File: src/design/adpcm_nibble_decoder_macros.svh
// ----------------------------------------------------------------------------
// ADPCM nibble decoder assertion macros
// Shared concurrent assertion forms, clocked on clk and disabled in reset.
// ----------------------------------------------------------------------------
`ifndef ADPCM_NIBBLE_DECODER_MACROS_SVH
`define ADPCM_NIBBLE_DECODER_MACROS_SVH

// The consequent must hold in the same cycle as the antecedent.
`define ADND_ASSERT_IMP(lbl, ante, cons) \
    lbl: assert property (@(posedge clk) disable iff (!rst_n) (ante) |-> (cons)) \
        else $error("adpcm nibble decoder: assertion failed");

// The consequent must hold in the cycle after the antecedent.
`define ADND_ASSERT_NEXT(lbl, ante, cons) \
    lbl: assert property (@(posedge clk) disable iff (!rst_n) (ante) |=> (cons)) \
        else $error("adpcm nibble decoder: assertion failed");

`endif

File: src/design/adnd_pkg.sv
// ----------------------------------------------------------------------------
// ADPCM nibble decoder package
// Widths, limits, the step adaptation table and the types shared by the block.
// ----------------------------------------------------------------------------
`default_nettype none

package adnd_pkg;

    localparam int SAMPLE_W   = 16;
    localparam int STEP_W     = 15;
    localparam int CODE_W     = 4;
    localparam int BYTE_W     = 8;
    localparam int FACTOR_W   = 16;
    localparam int STEP_SHIFT = 14;

    localparam logic [STEP_W-1:0] STEP_MIN = 15'd127;
    localparam logic [STEP_W-1:0] STEP_MAX = 15'd24576;

    localparam int CODE_QUEUE_DEPTH_DEF   = 4;
    localparam int RESULT_QUEUE_DEPTH_DEF = 4;

    typedef struct packed {
        logic              restart;
        logic              last;
        logic [CODE_W-1:0] code;
    } code_item_t;

    typedef struct packed {
        logic signed [SAMPLE_W-1:0] sample;
        logic                       last;
    } result_t;

    function automatic logic [FACTOR_W-1:0] step_factor(input logic [2:0] idx);
        logic [FACTOR_W-1:0] f;
        case (idx)
            3'd4:    f = 16'h4CC0;
            3'd5:    f = 16'h6640;
            3'd6:    f = 16'h8000;
            3'd7:    f = 16'h9980;
            default: f = 16'h3980;
        endcase
        return f;
    endfunction

endpackage

`default_nettype wire

File: src/design/adnd_fifo.sv
// ----------------------------------------------------------------------------
// ADPCM nibble decoder queue
// Small register queue with full and empty flags, first-word fall-through.
// ----------------------------------------------------------------------------
`default_nettype none

module adnd_fifo #(
    parameter int WIDTH = 8,
    parameter int DEPTH = 4
) (
    input  wire logic             clk,
    input  wire logic             rst_n,
    input  wire logic             push,
    input  wire logic [WIDTH-1:0] wdata,
    output logic                  full,
    input  wire logic             pop,
    output logic [WIDTH-1:0]      rdata,
    output logic                  empty
);

    localparam int PTR_W = (DEPTH > 1) ? $clog2(DEPTH) : 1;
    localparam int CNT_W = $clog2(DEPTH + 1);

    logic [WIDTH-1:0] mem_reg [DEPTH];
    logic [PTR_W-1:0] wr_ptr_reg, wr_ptr_next;
    logic [PTR_W-1:0] rd_ptr_reg, rd_ptr_next;
    logic [CNT_W-1:0] count_reg, count_next;
    logic             do_push;
    logic             do_pop;

    assign full    = (count_reg == CNT_W'(DEPTH));
    assign empty   = (count_reg == '0);
    assign do_push = push && !full;
    assign do_pop  = pop && !empty;
    assign rdata   = mem_reg[rd_ptr_reg];

    always_comb
    begin
        wr_ptr_next = wr_ptr_reg;
        rd_ptr_next = rd_ptr_reg;
        count_next  = count_reg;
        if (do_push)
        begin
            wr_ptr_next = (wr_ptr_reg == PTR_W'(DEPTH - 1)) ? '0 : wr_ptr_reg + 1'b1;
        end
        if (do_pop)
        begin
            rd_ptr_next = (rd_ptr_reg == PTR_W'(DEPTH - 1)) ? '0 : rd_ptr_reg + 1'b1;
        end
        if (do_push && !do_pop)
        begin
            count_next = count_reg + 1'b1;
        end
        else if (do_pop && !do_push)
        begin
            count_next = count_reg - 1'b1;
        end
    end

    always_ff @(posedge clk or negedge rst_n)
    begin
        if (!rst_n)
        begin
            wr_ptr_reg <= '0;
            rd_ptr_reg <= '0;
            count_reg  <= '0;
        end
        else
        begin
            wr_ptr_reg <= wr_ptr_next;
            rd_ptr_reg <= rd_ptr_next;
            count_reg  <= count_next;
        end
    end

    always_ff @(posedge clk)
    begin
        if (do_push)
        begin
            mem_reg[wr_ptr_reg] <= wdata;
        end
    end

endmodule

`default_nettype wire

File: src/design/adnd_front.sv
// ----------------------------------------------------------------------------
// ADPCM nibble decoder front end
// Accepts code bytes and splits each into one or two code items.
// ----------------------------------------------------------------------------
`default_nettype none

`include "adpcm_nibble_decoder_macros.svh"

module adnd_front (
    input  wire logic                          clk,
    input  wire logic                          rst_n,
    input  wire logic                          push,
    output logic                               full,
    input  wire logic [adnd_pkg::BYTE_W-1:0]   code_byte,
    input  wire logic                          high_only,
    input  wire logic                          restart,
    output logic                               cq_push,
    output adnd_pkg::code_item_t               cq_item,
    input  wire logic                          cq_full
);

    import adnd_pkg::*;

    logic              pend_valid_reg, pend_valid_next;
    logic [CODE_W-1:0] pend_code_reg;
    logic              accept;
    logic              pend_send;

    assign full      = pend_valid_reg || cq_full;
    assign accept    = push && !full;
    assign pend_send = pend_valid_reg && !cq_full;
    assign cq_push   = accept || pend_send;

    always_comb
    begin
        if (pend_valid_reg)
        begin
            cq_item.restart = 1'b0;
            cq_item.last    = 1'b1;
            cq_item.code    = pend_code_reg;
        end
        else
        begin
            cq_item.restart = restart;
            cq_item.last    = high_only;
            cq_item.code    = code_byte[BYTE_W-1:CODE_W];
        end
    end

    always_comb
    begin
        pend_valid_next = pend_valid_reg;
        if (accept)
        begin
            pend_valid_next = !high_only;
        end
        else if (pend_send)
        begin
            pend_valid_next = 1'b0;
        end
    end

    always_ff @(posedge clk or negedge rst_n)
    begin
        if (!rst_n)
        begin
            pend_valid_reg <= 1'b0;
        end
        else
        begin
            pend_valid_reg <= pend_valid_next;
        end
    end

    always_ff @(posedge clk)
    begin
        if (accept)
        begin
            pend_code_reg <= code_byte[CODE_W-1:0];
        end
    end

    `ADND_ASSERT_NEXT(a_pend_after_pair, accept && !high_only, pend_valid_reg)
    `ADND_ASSERT_NEXT(a_pend_drains, pend_send, !pend_valid_reg)
    `ADND_ASSERT_NEXT(a_pend_held, pend_valid_reg && cq_full, pend_valid_reg)

endmodule

`default_nettype wire

File: src/design/adnd_core.sv
// ----------------------------------------------------------------------------
// ADPCM nibble decoder back end
// Decodes one code per cycle (if queued and result queue not full) against the predictor and adapts the step size.
// ----------------------------------------------------------------------------
`default_nettype none

`include "adpcm_nibble_decoder_macros.svh"

module adnd_core (
    input  wire logic                  clk,
    input  wire logic                  rst_n,
    input  wire adnd_pkg::code_item_t  cq_item,
    input  wire logic                  cq_empty,
    output logic                       cq_pop,
    output logic                       rq_push,
    output adnd_pkg::result_t          rq_item,
    input  wire logic                  rq_full
);

    import adnd_pkg::*;

    localparam int SUM_W = SAMPLE_W + 2;
    localparam int PROD_W = STEP_W + FACTOR_W;
    localparam int SCALED_W = PROD_W - STEP_SHIFT;
    localparam logic signed [SUM_W-1:0] SUM_MAX = 18'sd32767;
    localparam logic signed [SUM_W-1:0] SUM_MIN = -18'sd32768;

    logic signed [SAMPLE_W-1:0] pred_reg, pred_next;
    logic [STEP_W-1:0]          step_reg, step_next;
    logic                       consume;
    logic [STEP_W-1:0]          s;
    logic signed [SAMPLE_W-1:0] p;
    logic [SAMPLE_W-1:0]        mag;
    logic signed [SUM_W-1:0]    delta;
    logic signed [SUM_W-1:0]    sum;
    logic [PROD_W-1:0]          prod;
    logic [SCALED_W-1:0]        scaled;

    assign consume = !cq_empty && !rq_full;
    assign cq_pop  = consume;
    assign rq_push = consume;

    assign s = cq_item.restart ? STEP_MIN : step_reg;
    assign p = cq_item.restart ? '0 : pred_reg;

    always_comb
    begin
        mag = {4'b0000, s[STEP_W-1:3]};
        if (cq_item.code[0])
        begin
            mag = mag + {3'b000, s[STEP_W-1:2]};
        end
        if (cq_item.code[1])
        begin
            mag = mag + {2'b00, s[STEP_W-1:1]};
        end
        if (cq_item.code[2])
        begin
            mag = mag + {1'b0, s};
        end
    end

    always_comb
    begin
        delta = cq_item.code[3] ? -$signed({2'b00, mag}) : $signed({2'b00, mag});
        sum   = $signed({{2{p[SAMPLE_W-1]}}, p}) + delta;
        if (sum > SUM_MAX)
        begin
            pred_next = SUM_MAX[SAMPLE_W-1:0];
        end
        else if (sum < SUM_MIN)
        begin
            pred_next = SUM_MIN[SAMPLE_W-1:0];
        end
        else
        begin
            pred_next = sum[SAMPLE_W-1:0];
        end
    end

    always_comb
    begin
        prod   = PROD_W'(s) * PROD_W'(step_factor(cq_item.code[2:0]));
        scaled = prod[PROD_W-1:STEP_SHIFT];
        if (scaled < SCALED_W'(STEP_MIN))
        begin
            step_next = STEP_MIN;
        end
        else if (scaled > SCALED_W'(STEP_MAX))
        begin
            step_next = STEP_MAX;
        end
        else
        begin
            step_next = scaled[STEP_W-1:0];
        end
    end

    assign rq_item.sample = pred_next;
    assign rq_item.last   = cq_item.last;

    always_ff @(posedge clk or negedge rst_n)
    begin
        if (!rst_n)
        begin
            pred_reg <= '0;
            step_reg <= STEP_MIN;
        end
        else if (consume)
        begin
            pred_reg <= pred_next;
            step_reg <= step_next;
        end
    end

    `ADND_ASSERT_IMP(a_step_range, 1'b1, (step_reg >= STEP_MIN) && (step_reg <= STEP_MAX))
    `ADND_ASSERT_NEXT(a_pred_hold, !consume, $stable(pred_reg))
    `ADND_ASSERT_NEXT(a_step_hold, !consume, $stable(step_reg))

endmodule

`default_nettype wire

File: src/design/adpcm_nibble_decoder.sv
// ----------------------------------------------------------------------------
// ADPCM nibble decoder
// Decodes bytes of two 4-bit ADPCM codes into saturated 16-bit PCM samples.
// ----------------------------------------------------------------------------
// Input channel: a code byte with high_only and restart is taken on a clock
// edge where push is high and full is low. The high nibble is decoded first;
// with high_only set only that nibble is decoded. restart reloads the
// predictor to zero and the step size to 127 before the byte is decoded.
// Result channel: while empty is low the oldest sample is on sample and last;
// it is taken on an edge where pop is high. last marks the final sample of a
// byte.
// Each code is written into the code queue and decoded from it into the
// result queue; a low nibble waits in the front end's pending register.
// Throughput: the back end decodes one code per cycle while a code is queued and
// the result queue is not full; no byte is taken while a low nibble is pending.
// Reset clears both queues, sets the predictor to zero and the step to 127.
// If the receiver stalls, the result queue fills, the back end holds its
// state and the code queue backs up until full rises on the input side.
// ----------------------------------------------------------------------------
`default_nettype none

module adpcm_nibble_decoder #(
    parameter int CODE_QUEUE_DEPTH   = adnd_pkg::CODE_QUEUE_DEPTH_DEF,
    parameter int RESULT_QUEUE_DEPTH = adnd_pkg::RESULT_QUEUE_DEPTH_DEF
) (
    input  wire logic                                 clk,
    input  wire logic                                 rst_n,
    input  wire logic                                 push,
    output logic                                      full,
    input  wire logic [adnd_pkg::BYTE_W-1:0]          code_byte,
    input  wire logic                                 high_only,
    input  wire logic                                 restart,
    output logic                                      empty,
    input  wire logic                                 pop,
    output logic signed [adnd_pkg::SAMPLE_W-1:0]      sample,
    output logic                                      last
);

    import adnd_pkg::*;

    code_item_t front_item;
    code_item_t cq_head;
    result_t    core_result;
    result_t    rq_head;
    logic       cq_push;
    logic       cq_full;
    logic       cq_empty;
    logic       cq_pop;
    logic       rq_push;
    logic       rq_full;

    adnd_front u_front (
        .clk       (clk),
        .rst_n     (rst_n),
        .push      (push),
        .full      (full),
        .code_byte (code_byte),
        .high_only (high_only),
        .restart   (restart),
        .cq_push   (cq_push),
        .cq_item   (front_item),
        .cq_full   (cq_full)
    );

    adnd_fifo #(
        .WIDTH ($bits(code_item_t)),
        .DEPTH (CODE_QUEUE_DEPTH)
    ) u_code_queue (
        .clk   (clk),
        .rst_n (rst_n),
        .push  (cq_push),
        .wdata (front_item),
        .full  (cq_full),
        .pop   (cq_pop),
        .rdata (cq_head),
        .empty (cq_empty)
    );

    adnd_core u_core (
        .clk      (clk),
        .rst_n    (rst_n),
        .cq_item  (cq_head),
        .cq_empty (cq_empty),
        .cq_pop   (cq_pop),
        .rq_push  (rq_push),
        .rq_item  (core_result),
        .rq_full  (rq_full)
    );

    adnd_fifo #(
        .WIDTH ($bits(result_t)),
        .DEPTH (RESULT_QUEUE_DEPTH)
    ) u_result_queue (
        .clk   (clk),
        .rst_n (rst_n),
        .push  (rq_push),
        .wdata (core_result),
        .full  (rq_full),
        .pop   (pop),
        .rdata (rq_head),
        .empty (empty)
    );

    assign sample = rq_head.sample;
    assign last   = rq_head.last;

endmodule

`default_nettype wire

File: config.mk
export PLATFORM = sky130hd
export DESIGN_NAME = adpcm_nibble_decoder
export DESIGN_NICKNAME = d
export VERILOG_FILES = /design/src/design/adnd_pkg.sv /design/src/design/adnd_fifo.sv /design/src/design/adnd_front.sv /design/src/design/adnd_core.sv /design/src/design/adpcm_nibble_decoder.sv
export VERILOG_INCLUDE_DIRS = /design/src /design/src/design
export SDC_FILE = /design/constraint.sdc
export NUM_CORES = 1
export LEC_CHECK = 0
export ABC_AREA = 1
export BUFFER_PORTS_ARGS = -buffer_cell sky130_fd_sc_hd__buf_4
export CORE_ASPECT_RATIO = 1.25
export CORE_MARGIN = 3
export CORE_UTILIZATION = 29
export CTS_CLUSTER_SIZE = 25
export DETAILED_ROUTE_END_ITERATION = 12
export GPL_TIMING_DRIVEN = 1
export PLACE_DENSITY = 0.43
export SYNTH_ARGS = -nofsm -noshare
export SYNTH_HDL_FRONTEND = slang
export SYNTH_SLANG_ARGS = --single-unit
export TNS_END_PERCENT = 30
File: constraint.sdc
create_clock -name clk -period 10.4 [get_ports clk]
set_clock_uncertainty 0.15 [all_clocks]
set_input_delay 2.6 -clock clk [delete_from_list [all_inputs] [get_ports clk]]
set_output_delay 2.6 -clock clk [all_outputs]
set_load 0.02 [all_outputs]
==> results_dict.tcl <==
set metrics [dict create \
    antenna_left 0 \
    tightest_slew_ns 1.13 \
    core_um2 51700 \
    synth_top_cell_by_area "edfxtp_1" \
    largest_reg_flops 68 \
    cp_max_fo 17 \
    finalMaxSlewViolations 0 \
    clk_path_buf_depth 2 \
    synthTopCellsByArea "edfxtp_1, fa_1, ha_1" \
    setup_tns_ns 0 \
    die_area_um2 55100 \
    viasPerCell 4.68 \
    cts_resized 0 \
    dp_hpwl_um 35200 \
    multi_input_area_um2 9680 \
    cts_setup_buffers 0 \
    vias 12500 \
    yosysSeqAreaShare 0.267 \
    ys_types 47 \
    area_delta_synth_final_pct 10.4 \
    avgSynthCellArea_um2 7.70 \
    cts-root-buf "clkbuf_16" \
    drt-wirelength-per-cell_um 16.1 \
    fp.dieH_um 262 \
    grt_max_degree 47 \
    synth_seq_cells 142 \
    drc 0 \
    n_antenna_cell 0 \
    drive_gt1_frac 0.0752 \
    clkTransAtPathRegs_ns 0.06 \
    r2r_cells 52 \
    async_flop_share 0.324 \
    start_util 0.293 \
    synth_top_area_share 0.190 \
    r2r-start "u_code_queue.rd_ptr_reg[0]" \
    wl_um 43000 \
    cp.arrival_ns 9.25 \
    slew_headroom 0.244 \
    clock.fmax_mhz 108 \
    ctsHoldBuffers 0 \
    insertion_delay_ns 0.42 \
    syn_area_um2 15200 \
    synth.most_common_cell "nand2_1" \
    grt-ovfl-total 0 \
    period_share 0.889 \
    grt_pass1_vias 13200 \
    port_buffers 32 \
    syn_inst 1967 \
    startpoint "u_code_queue.rd_ptr_reg[0]" \
    cp-end-kind "flop" \
    period_minus_slack_ns 9.25 \
    synth_flop_cell "edfxtp_1" \
    antenna_found_initial 0 \
    layout.nets 2270 \
    cp_common_cell "nand2_1" \
    die_w_um 210 \
    place_area_um2 16100 \
    cts.htree.levels 4 \
    min_path_cells 2 \
    worstSetupPathType "reg2reg" \
    stdcell_area_um2 16700 \
    hold_path.class "reg2reg" \
    routabilityCongestion 0.906 \
    crit_slowest_cell "dfrtp_1" \
    timing.rr.end "u_result_queue.mem_reg[3][9]" \
    grt_usage 0.161 \
    worst_hold_path.endpoint "u_core.step_reg[0]" \
    clock-sinks 142 \
    drt-initial-drc-count 464 \
    finalSetupViolCount 0 \
    rows 93 \
    synth_edf_count 96 \
    ys.warnings.count 0 \
    hold_viol_final 0 \
    reg2reg_slack_ns 1.15 \
    syn_nets 2241 \
    status "finished clean" \
    hold_start "u_core.step_reg[0]" \
    synth_common_cells "nand2_1, inv_1, nor2_1" \
    cp-start-kind "flop" \
    io_pins 33 \
    rsz0062_at_grt "false" \
    n_fill_cell 5624 \
    cts_tree "yes" \
    postLayoutCoreUtil 0.324 \
    crit_required_ns 10.40 \
    max-cap-violations 0 \
    slowest_delay_ns 0.63 \
    numCtsBuffers 17 \
    grt_pass1_wl_um 70400 \
    drt_first_pass_iters 5 \
    register_area_um2 4040 \
]
[cells in the final DEF, fill, tap and decap left out, types with 39 or more instances in the layout]
master      n
ha_1      158
inv_1     320
edfxtp_1   96
nor2_1    195
nand2_1   511
fa_1      102
a21oi_1    74
dfrtp_1    39
o21ai_0    80
nand3_1   134
buf_4      45
[logic make-up (layout without fill, tap and decap cells)]
| group | count (synthesis) | count (layout) | synth area share |
|---|---|---|---|
| compound gates | 201 | 201 | 0.0729 |
| xor+xnor | 50 | 50 | 0.0289 |
| fa+ha+maj | 260 | 260 | 0.265 |
| buf+inv | 365 | 407 | 0.0945 |
| flops | 142 | 142 | 0.267 |
| mux | 2 | 2 | 0.00149 |
| simple gates | 947 | 947 | 0.270 |
[through the flow]
stage / hold slack, ns / instances / setup slack (ns)
after global placement: 0.307 / 2642 / 1.31
after detailed placement: 0.313 / 2642 / 1.19
final: 0.318 / 2674 / 1.15
after floorplan: 0.295 / 1967 / 3.22
after global routing: 0.342 / 2674 / 0.229
after CTS: 0.322 / 2674 / 1.15
[layer usage]
metal	GRT usage	part of all wire
met1	0.187	0.42
met2	0.314	0.54
met3	0.0126	0.016
met4	0.0476	0.025
met5	0	0
[cell type report]
type	instances	share of cell area
multi-input cells	1460	0.579
repair buffers	45	0.0202
flip-flops and latches	142	0.242
clock inverters	15	0.0102
well taps	665	0.0497
clock buffers	17	0.0254
inverters	330	0.0741
[how the worst max path moves through the flow]
stage,to,slack (ns),cells past startpoint
global placement,u_result_queue.mem_reg[3][15],1.31,51
detailed placement,u_result_queue.mem_reg[0][9],1.19,52
floorplan,u_core.step_reg[2],3.22,37
CTS,u_result_queue.mem_reg[3][9],1.15,52
finish,u_result_queue.mem_reg[3][9],1.15,52
global route,u_result_queue.mem_reg[2][5],0.23,52
[worst max-delay path, delay by kind of cell, from the launching register on]
| kind | cells | cell delay (ns) |
|---|---|---|
| buffers and inverters | 8 | 1.03 |
| flip-flops | 1 | 0.63 |
| AO/OA/AOI/OAI | 9 | 1.61 |
| AND/OR/NAND/NOR | 29 | 3.82 |
| XOR/XNOR | 1 | 0.16 |
| adder cells (fa/ha/maj) | 5 | 1.54 |
Power is left out: the tool's default activity adds up to more than one toggle a clock period on the data nets, which glitch-free logic cannot reach.
